$ cat src/rtl/mfwm_pkg.sv
`default_nettype none

package mfwm_pkg;

    localparam int CH_W       = 5;
    localparam int CNT_W      = 16;
    localparam int TIME_W     = 32;
    localparam int FIL_W      = 32;
    localparam int FRAC_W     = 16;
    localparam int CFG_IDX_W  = 4;
    localparam int CFG_DATA_W = 32;

    // Largest channel count the channel field can address
    localparam int CH_SPACE = 1 << CH_W;

    localparam logic [FIL_W-1:0] HOLD_VALUE_Q16 = 32'd1000 << FRAC_W;

    localparam logic [CH_W-1:0] HOLD_INDEX_RESET = 5'd13;
    localparam logic [CNT_W-1:0] HIGH_THRESHOLD_RESET = 16'hFFFF;

    typedef enum logic [CFG_IDX_W-1:0] {
        REG_MONITOR_ENABLE      = 4'd0,
        REG_FILTER_GAIN         = 4'd1,
        REG_HIGH_THRESHOLD      = 4'd2,
        REG_LOW_THRESHOLD       = 4'd3,
        REG_STARTUP_SECONDS     = 4'd4,
        REG_SIMULATION_MODE     = 4'd5,
        REG_HOLD_CHANNEL_ENABLE = 4'd6,
        REG_HOLD_CHANNEL_INDEX  = 4'd7
    } cfg_reg_t;

    // Result of the filter stage, carried to the compare stage
    typedef struct packed {
        logic [CH_W-1:0]  channel;
        logic             wr;
        logic             active;
        logic [FIL_W-1:0] fil;
    } filt_res_t;

endpackage

`default_nettype wire

$ cat src/rtl/mfwm_ram.sv
`default_nettype none

module mfwm_ram #(
    parameter int WIDTH      = 32,
    parameter int DEPTH      = 32,
    parameter int ADDR_WIDTH = (DEPTH > 1) ? $clog2(DEPTH) : 1
) (
    input  wire logic                  clk,
    input  wire logic                  wr_en,
    input  wire logic [ADDR_WIDTH-1:0] wr_addr,
    input  wire logic [WIDTH-1:0]      wr_data,
    input  wire logic [ADDR_WIDTH-1:0] rd_addr,
    output logic      [WIDTH-1:0]      rd_data
);

    logic [WIDTH-1:0] mem [DEPTH];

    always_ff @(posedge clk)
    begin
        if (wr_en)
        begin
            mem[wr_addr] <= wr_data;
        end
        rd_data <= mem[rd_addr];
    end

endmodule

`default_nettype wire

$ cat src/rtl/multichannel_feedback_window_monitor_unit.sv
`default_nettype none
// A beat accepted passes the read, filter update and write-back, and window
// compare registers on its way to out_valid. Throughput: one beat per cycle
// unless out_ready stalls; the per-channel filter store is one RAM with a
// registered read, and back-to-back beats on one channel are forwarded.
// Reset: configuration returns to its reset values and every channel's filter
// reads as zero until first written (per-entry flags); no clearing pass.
module multichannel_feedback_window_monitor_unit #(
    parameter int CHANNELS = 32
) (
    input  wire logic                               clk,
    input  wire logic                               rst_n,

    input  wire logic                               cfg_write,
    input  wire logic [mfwm_pkg::CFG_IDX_W-1:0]     cfg_index,
    input  wire logic [mfwm_pkg::CFG_DATA_W-1:0]    cfg_data,

    input  wire logic                               in_valid,
    output logic                                    in_ready,
    input  wire logic [mfwm_pkg::CH_W-1:0]          channel,
    input  wire logic [mfwm_pkg::CNT_W-1:0]         sample_count,
    input  wire logic [mfwm_pkg::TIME_W-1:0]        uptime_seconds,

    output logic                                    out_valid,
    input  wire logic                               out_ready,
    output logic      [mfwm_pkg::CH_W-1:0]          channel_out,
    output logic      [mfwm_pkg::CNT_W-1:0]         filtered_count,
    output logic                                    above_window,
    output logic                                    below_window,
    output logic                                    alarm,
    output logic                                    check_active
);

    import mfwm_pkg::*;

    localparam int DEPTH = (CHANNELS > CH_SPACE) ? CH_SPACE : CHANNELS;
    localparam int AW    = (DEPTH > 1) ? $clog2(DEPTH) : 1;
    localparam logic [CH_W:0] CH_LIMIT = (CH_W+1)'(DEPTH);

    // Configuration
    logic                  enable_reg;
    logic [CNT_W-1:0]      gain_reg;
    logic [CNT_W-1:0]      high_reg;
    logic [CNT_W-1:0]      low_reg;
    logic [TIME_W-1:0]     startup_reg;
    logic                  sim_reg;
    logic                  hold_en_reg;
    logic [CH_W-1:0]       hold_idx_reg;

    always_ff @(posedge clk or negedge rst_n)
    begin
        if (!rst_n)
        begin
            enable_reg   <= 1'b0;
            gain_reg     <= '0;
            high_reg     <= HIGH_THRESHOLD_RESET;
            low_reg      <= '0;
            startup_reg  <= '0;
            sim_reg      <= 1'b0;
            hold_en_reg  <= 1'b0;
            hold_idx_reg <= HOLD_INDEX_RESET;
        end
        else if (cfg_write)
        begin
            case (cfg_reg_t'(cfg_index))
                REG_MONITOR_ENABLE:      enable_reg   <= cfg_data[0];
                REG_FILTER_GAIN:         gain_reg     <= cfg_data[CNT_W-1:0];
                REG_HIGH_THRESHOLD:      high_reg     <= cfg_data[CNT_W-1:0];
                REG_LOW_THRESHOLD:       low_reg      <= cfg_data[CNT_W-1:0];
                REG_STARTUP_SECONDS:     startup_reg  <= cfg_data[TIME_W-1:0];
                REG_SIMULATION_MODE:     sim_reg      <= cfg_data[0];
                REG_HOLD_CHANNEL_ENABLE: hold_en_reg  <= cfg_data[0];
                REG_HOLD_CHANNEL_INDEX:  hold_idx_reg <= cfg_data[CH_W-1:0];
                default: ;
            endcase
        end
    end

    // Pipeline registers
    logic                  p1_valid_reg;
    logic [CH_W-1:0]       p1_channel_reg;
    logic [CNT_W-1:0]      p1_sample_reg;
    logic [TIME_W-1:0]     p1_uptime_reg;

    logic                  p2_valid_reg;
    filt_res_t             p2_reg;
    filt_res_t             p2_next;

    logic                  out_valid_reg;
    logic [CH_W-1:0]       out_channel_reg;
    logic [CNT_W-1:0]      out_count_reg;
    logic                  out_above_reg;
    logic                  out_below_reg;
    logic                  out_active_reg;

    logic [DEPTH-1:0]      written_reg;

    // Handshake: each stage moves when the one after it is free or draining
    logic out_load;
    logic p2_load;
    logic p1_adv;
    logic in_accept;

    assign out_load  = p2_valid_reg && (!out_valid_reg || out_ready);
    assign p2_load   = !p2_valid_reg || out_load;
    assign p1_adv    = p1_valid_reg && p2_load;
    assign in_ready  = !p1_valid_reg || p2_load;
    assign in_accept = in_valid && in_ready;

    // Filter store
    logic [AW-1:0]     rd_addr;
    logic [AW-1:0]     p1_idx;
    logic [FIL_W-1:0]  ram_rd_data;
    logic              ram_wr_en;

    assign p1_idx  = p1_channel_reg[AW-1:0];
    // Re-read the held beat's entry while stalled so the data stays current
    assign rd_addr = in_accept ? channel[AW-1:0] : p1_idx;

    mfwm_ram #(
        .WIDTH (FIL_W),
        .DEPTH (DEPTH)
    ) u_fil_ram (
        .clk     (clk),
        .wr_en   (ram_wr_en),
        .wr_addr (p1_idx),
        .wr_data (p2_next.fil),
        .rd_addr (rd_addr),
        .rd_data (ram_rd_data)
    );

    // Filter stage
    logic                      in_range;
    logic                      fwd_hit;
    logic                      entry_written;
    logic [FIL_W-1:0]          stored_fil;
    logic signed [FIL_W+1:0]   diff;
    logic signed [FIL_W+CNT_W+2:0] prod;
    logic signed [FIL_W+2:0]   delta;
    logic [FIL_W-1:0]          upd_fil;
    logic                      hold_hit;

    always_comb
    begin
        in_range      = {1'b0, p1_channel_reg} < CH_LIMIT;
        fwd_hit       = p2_valid_reg && p2_reg.wr && (p2_reg.channel == p1_channel_reg);
        entry_written = in_range && written_reg[p1_idx];

        if (fwd_hit)
            stored_fil = p2_reg.fil;
        else if (entry_written)
            stored_fil = ram_rd_data;
        else
            stored_fil = '0;

        diff  = $signed({2'b00, p1_sample_reg, {FRAC_W{1'b0}}})
              - $signed({2'b00, stored_fil});
        prod  = diff * $signed({1'b0, gain_reg});
        // Arithmetic shift floors toward minus infinity
        delta = (FIL_W+3)'(prod >>> FRAC_W);
        upd_fil = stored_fil + delta[FIL_W-1:0];

        hold_hit = hold_en_reg && (p1_channel_reg == hold_idx_reg);

        p2_next.channel = p1_channel_reg;
        p2_next.wr      = in_range && enable_reg;
        p2_next.active  = in_range && enable_reg && !sim_reg
                       && (p1_uptime_reg > startup_reg);
        if (!in_range)
            p2_next.fil = '0;
        else if (!enable_reg)
            p2_next.fil = stored_fil;
        else if (hold_hit)
            p2_next.fil = HOLD_VALUE_Q16;
        else
            p2_next.fil = upd_fil;
    end

    assign ram_wr_en = p1_adv && p2_next.wr;

    // Window compare stage
    logic above_next;
    logic below_next;

    always_comb
    begin
        above_next = p2_reg.active && (p2_reg.fil > {high_reg, {FRAC_W{1'b0}}});
        below_next = p2_reg.active && (p2_reg.fil < {low_reg, {FRAC_W{1'b0}}});
    end

    always_ff @(posedge clk or negedge rst_n)
    begin
        if (!rst_n)
        begin
            p1_valid_reg  <= 1'b0;
            p2_valid_reg  <= 1'b0;
            out_valid_reg <= 1'b0;
            written_reg   <= '0;
        end
        else
        begin
            if (in_ready)
                p1_valid_reg <= in_valid;
            if (p2_load)
                p2_valid_reg <= p1_valid_reg;
            if (out_load)
                out_valid_reg <= 1'b1;
            else if (out_ready)
                out_valid_reg <= 1'b0;
            if (ram_wr_en)
                written_reg[p1_idx] <= 1'b1;
        end
    end

    always_ff @(posedge clk)
    begin
        if (in_accept)
        begin
            p1_channel_reg <= channel;
            p1_sample_reg  <= sample_count;
            p1_uptime_reg  <= uptime_seconds;
        end
        if (p1_adv)
        begin
            p2_reg <= p2_next;
        end
        if (out_load)
        begin
            out_channel_reg <= p2_reg.channel;
            out_count_reg   <= p2_reg.fil[FIL_W-1:FRAC_W];
            out_above_reg   <= above_next;
            out_below_reg   <= below_next;
            out_active_reg  <= p2_reg.active;
        end
    end

    assign out_valid      = out_valid_reg;
    assign channel_out    = out_channel_reg;
    assign filtered_count = out_count_reg;
    assign above_window   = out_above_reg;
    assign below_window   = out_below_reg;
    assign alarm          = out_above_reg || out_below_reg;
    assign check_active   = out_active_reg;

endmodule

`default_nettype wire
$ cat config.mk
export PLATFORM = sky130hd
export DESIGN_NAME = multichannel_feedback_window_monitor_unit
export DESIGN_NICKNAME = d
export VERILOG_FILES = /design/src/rtl/mfwm_pkg.sv /design/src/rtl/mfwm_ram.sv /design/src/rtl/multichannel_feedback_window_monitor_unit.sv
export SDC_FILE = /design/constraint.sdc
export NUM_CORES = 2
export LEC_CHECK = 0
export BUFFER_PORTS_ARGS = -buffer_cell sky130_fd_sc_hd__buf_2
export CORE_MARGIN = 1
export CORE_UTILIZATION = 55
export CTS_CLUSTER_DIAMETER = 80
export DETAILED_ROUTE_END_ITERATION = 8
export GPL_TIMING_DRIVEN = 0
export PLACE_DENSITY = 0.72
export SLEW_MARGIN = 20
export SYNTH_ARGS = -nofsm -noshare
export SYNTH_HDL_FRONTEND = slang
export SYNTH_SLANG_ARGS = --single-unit
$ cat constraint.sdc
create_clock -name clk -period 24.3 [get_ports clk]
set_clock_uncertainty 0.1 [all_clocks]
set_input_delay 4.86 -clock clk [delete_from_list [all_inputs] [get_ports clk]]
set_output_delay 4.86 -clock clk [all_outputs]
set_load 0.02 [all_outputs]
After elaboration in Yosys (flattened, before gate mapping)
Memories as Yosys holds them, arrays and structs flattened. A register that Yosys moved wholly into a read port is not among the register bits. Cells that the tools add are included.

Add/subtract/negate cells: 2. $mul: 1. Order comparisons: 5. Equal/unequal tests: 9. Mux-type cells: 13. Bitwise operators: 1. Reductions and logical operators: 30.

Operator list (count): 32-bit 2-to-1 mux (4); 32-bit greater-than comparator (2); 33-bit by 17-bit multiplier with 48-bit output (1); 32-bit by 32-bit subtractor with 33-bit output (1); 32-bit adder (1); 32-bit < comparator (1); 32-bit bitwise OR (1); 4-bit by 3-bit equality test with 1-bit output, second input constant (4); 2-bit AND reduction (8); 1-bit logical AND (12); 5-bit equality test (2); 4-bit by 2-bit equality test with 1-bit output, second input constant (2); 5-bit by 6-bit < comparator with 1-bit output, second input constant (1); 1-bit 2-to-1 mux (6); 1-bit binary-select mux with 5-bit select (1); 1-bit demux with 5-bit select (1); 5-bit by 1-bit greater-or-equal comparator with 1-bit output, second input constant (1); 5-bit 2-to-1 mux (1); 4-bit by 1-bit equality test with 1-bit output, second input constant (1); 1-bit logical NOT (4); 4-bit logical NOT (1); 1-bit logical OR (4); 2-bit nonzero test (1).

Register bits after elaboration: 239. Bits in writable memories: 1024. Input bits: 94. Output and inout port bits: 27. Logic and storage cells: 86. Memories: 1.

Memories: u_fil_ram.mem (words 32, bits a word 32, read ports 1, clocked after memory_dff 1, write ports 1, RTL line mfwm_ram.sv:16) `logic [WIDTH-1:0] mem [DEPTH];`.

Longest topological paths before layout
Depth in word-level cells: 9. Mapped depth: 61. Mapped depth without buffers: 52.

Cells and area by module
Synthesis repeated with hierarchy kept, for this count alone.

Cell total of the unflattened synthesis: 5524. Area, all modules: 71835.1 um^2.

Modules (own cells, without submodules): mfwm_ram (times used 1, cells an instance 2260, area each 40485.1 um^2, sequential area each 31390.1 um^2); multichannel_feedback_window_monitor_unit (times used 1, cells an instance 3264, area each 31350.1 um^2, sequential area each 6535.0 um^2).

Worst setup path before layout
Ideal clock, no wire load.

Path kind: reg-to-reg. From: reg p1_channel_reg[1]. To: reg p2_reg[31] in the netlist's numbering (data pin). Setup time: 0.386 ns. Arrival time: 13.578 ns. Data required time: 23.814 ns. Slack: 10.236 ns. Stages on the path, launching flop included: 55. Path buffers: 7. Period minus slack after synthesis: 14.064 ns. Cells stage by stage: dfxtp_1 > clkbuf_1 > xnor2_1 > nand4_1 > nor2_1 > buf_1 > clkbuf_1 > clkbuf_1 > buf_1 > nand2_1 > o21ai_1 > inv_1 > ha_1 > clkbuf_1 > nand4_1 > mux2i_1 > a32oi_1 > maj3_1 > (+19 left out) > nor3_1 > a211o_1 > a221o_1 > xor2_1 > ha_1 > a2111oi_0 > o31ai_1 > o21ai_0 > nand2b_1 > maj3_1 > maj3_1 > maj3_2 > o21ai_0 > and4bb_1 > o31a_1 > o21ai_0 > xnor3_1 > o22ai_1.

RTL lines: start: declaration (RTL line multichannel_feedback_window_monitor_unit.sv:81) `logic [CH_W-1:0] p1_channel_reg;`; start signal: assignment (RTL line multichannel_feedback_window_monitor_unit.sv:219) `p1_channel_reg <= channel;`; end signal: assignment (RTL line multichannel_feedback_window_monitor_unit.sv:225) `p2_reg <= p2_next;`; end: declaration (RTL line multichannel_feedback_window_monitor_unit.sv:86) `filt_res_t p2_reg;`.

==> reports/results.ini <==
[floorplanning]
rows = 132
initial_core_util_pct = 55.7
die_h_um = 365
core_sq_mm = 0.130
dieArea_sq_mm = 0.133
io_pins = 121
die_w_um = 365

[global_route]
grt.total_usage_pct = 32.7
antenna_found_initial = 18
grt_max_degree = 84
grt_pass1_wl_mm = 319
first_global_vias = 51010
overflow = 0

[logic_synthesis]
ys_seq_area_share_pct = 52.4
synth_cells = 6408
yosys_warnings = 0
syn_area_per_cell_sq_um = 11.3
async_flop_share_pct = 9.50
synth_fp_nets = 7202
synth-main-ff-cell = edfxtp_1
ys_types = 90
syn-cell-area_sq_mm = 0.0724
synth_edf_count = 1135
synth-seq-cells = 1295

[clocking]
insertion_delay_ns = 0.77
ctsRootBufferMaster = clkbuf_16
cts_buffers = 121
clkTransAtPathRegs_ns = 0.06
clk_path_buf_depth = 3
tritoncts = yes
cts_resized = 0
cts_setup_buffers = 0
ctsHoldBuffers = 0
ctsHtreeMaxLevel = 3
clkSinkCount = 1295

[placement]
hpwl_mm = 162
io_buffers = 120
gp_congestion = 0.961

[critical_path]
worstPathMaxFanout = 17
crit_required_ns = 24.66
cp_common_cell = fa_1
r2r_end = u_fil_ram.mem[21][29]
critical_path.reg2reg.startpoint = p1_channel_reg[1]
cp.arrival_ns = 17.84
cpPeakStageDelay_ns = 0.68
cp-start-kind = flip-flop
reg2reg_slack_ns = 6.82
cp-end-kind = flip-flop
rr_worst_depth = 59
critPathSlowestCell = clkbuf_1
crit_type = flip-flop to flip-flop

[detailed_routing]
wire_per_inst_um = 25.1
drt_pass1_iterations = 6
vias = 51406
wl_mm = 216
antenna_left = 0
remaining_drc_errors = 0
drtIter0Drc = 6144
routed_via_density = 5.99

[layout]
multiInputGateArea_sq_mm = 0.0311
drive_above_1_share_pct = 9.38
area_growth_pct = 12.8
largest_reg_flops = 1024
num-fill-cells = 9898
nets = 7521
ff_latch_area_sq_mm = 0.0379

[timing]
period_needed_ns = 17.48
rsz0062_at_grt = no
hold_viol_final = 0
worst_pin_slew_ns = 1.38
drv_slew = 0
setup_tns_ns = 0
fmax_mhz = 57.2
setup_viol = 0
max_slew_margin_pct = 7.50
fin_crit_sh_pct = 71.9

[status]
status = finished clean

[min_path]
hold_path.class = flip-flop to flip-flop
hold_end = p2_reg[35]
whs_path_depth = 0
hold_start = p1_channel_reg[1]

[job]
cap_viol_max_count = 0

==> layer usage <==
layer | global-route usage, % | up-vias | share of wire, %
li1 | - | 22431 | -
met1 | 41.5 | 25493 | 37
met2 | 51.9 | 2847 | 46
met3 | 6.40 | 623 | 9.6
met4 | 20.0 | 12 | 6.9
met5 | 0 | - | 0.034
==> cells in the final DEF (no fill, tap or decap), drive strengths merged, types with 25 or more instances in the layout <==
cell type / count
a21o: 70
a21oi: 90
a311oi: 161
a31oi: 42
and2: 226
and3: 83
buf: 242
clkbuf: 461
clkinv: 55
dfrtp: 104
dfxtp: 37
edfxtp: 1135
fa: 490
ha: 210
inv: 685
mux2: 74
mux2i: 26
nand2: 1446
nand2b: 25
nand3: 534
nor2: 95
nor3: 29
o21ai: 100
or2: 39
xnor2: 78
xor2: 31
==> per-stage QoR <==
step	utilization (%)	setup WS [ns]	instance area [sq um]	hold slack (ns)	cells
after floorplan	-	10.24	72400	0.306	6408
after global placement	57.8	4.72	75100	0.315	8270
after detailed placement	59.6	7.25	77500	0.321	8345
after CTS	62.8	7.23	81600	0.335	8576
after global routing	62.8	5.98	81600	0.344	8578
final	62.8	6.82	81600	0.337	8587
==> kinds of logic after synthesis <==
group,share of synthesized area (%)
compound gates,5.95
xor+xnor,1.39
fa+ha+maj,17.4
buf+inv,5.48
flops,52.4
mux,1.51
simple gates,15.9
==> critical path, delay by kind of cell, from the launching register on <==
family                     cells  cell delay, ns
and+or+nand+nor                9            1.46
buffers and inverters         12            4.06
muxes                          2            0.37
DFF                            1            0.33
adders and majority gates     15            5.70
AOI/OAI and AO/OA             18            4.37
xor gates and xnor gates       3            0.76
==> cell type report <==
| cell class | count | area share (%) |
|---|---|---|
| buffer | 352 | 1.73 |
| timing repair buffer | 196 | 2.93 |
| antenna | 10 | 0.0307 |
| clock inverter | 76 | 1.01 |
| inverter | 683 | 3.14 |
| multi-input combinational | 4078 | 38.1 |
| sequential | 1295 | 46.5 |
| tap | 1742 | 2.67 |
| clock buffer | 155 | 3.97 |
==> worst max-delay path by stage <==
stage | endpoint | cells past startpoint | startpoint
final | u_fil_ram.mem[21][29] | 59 | p1_channel_reg[1]
after global routing | u_fil_ram.mem[21][29] | 59 | p1_channel_reg[1]
after CTS | u_fil_ram.mem[21][29] | 59 | p1_channel_reg[1]
after detailed placement | u_fil_ram.mem[28][29] | 59 | p1_channel_reg[1]
after global placement | u_fil_ram.mem[28][17] | 53 | p1_channel_reg[1]
after floorplan | p2_reg[31] | 54 | p1_channel_reg[1]
==> synth_stat cells (all sizes together) (26+ instances only) <==
cell type | n | share of area (%)
and2 | 226 | 2.0
buf | 46 | 0.35
xnor2 | 78 | 0.99
and3 | 83 | 0.72
or2 | 39 | 0.34
nor3 | 29 | 0.21
mux2 | 74 | 1.2
o21ai | 100 | 0.69
inv | 682 | 3.5
nand2 | 1446 | 7.5
nor2 | 95 | 0.50
nand3 | 534 | 3.7
a31oi | 42 | 0.36
clkbuf | 306 | 1.6
a21oi | 90 | 0.63
a311oi | 161 | 1.9
mux2i | 26 | 0.36
xor2 | 31 | 0.38
edfxtp | 1135 | 47
a21o | 70 | 0.73
fa | 490 | 14
dfxtp | 37 | 1.0
ha | 210 | 3.6
dfrtp | 104 | 3.6
Power is left out: the tool's default activity adds up to more than one toggle a clock period on the data nets, which glitch-free logic cannot reach.
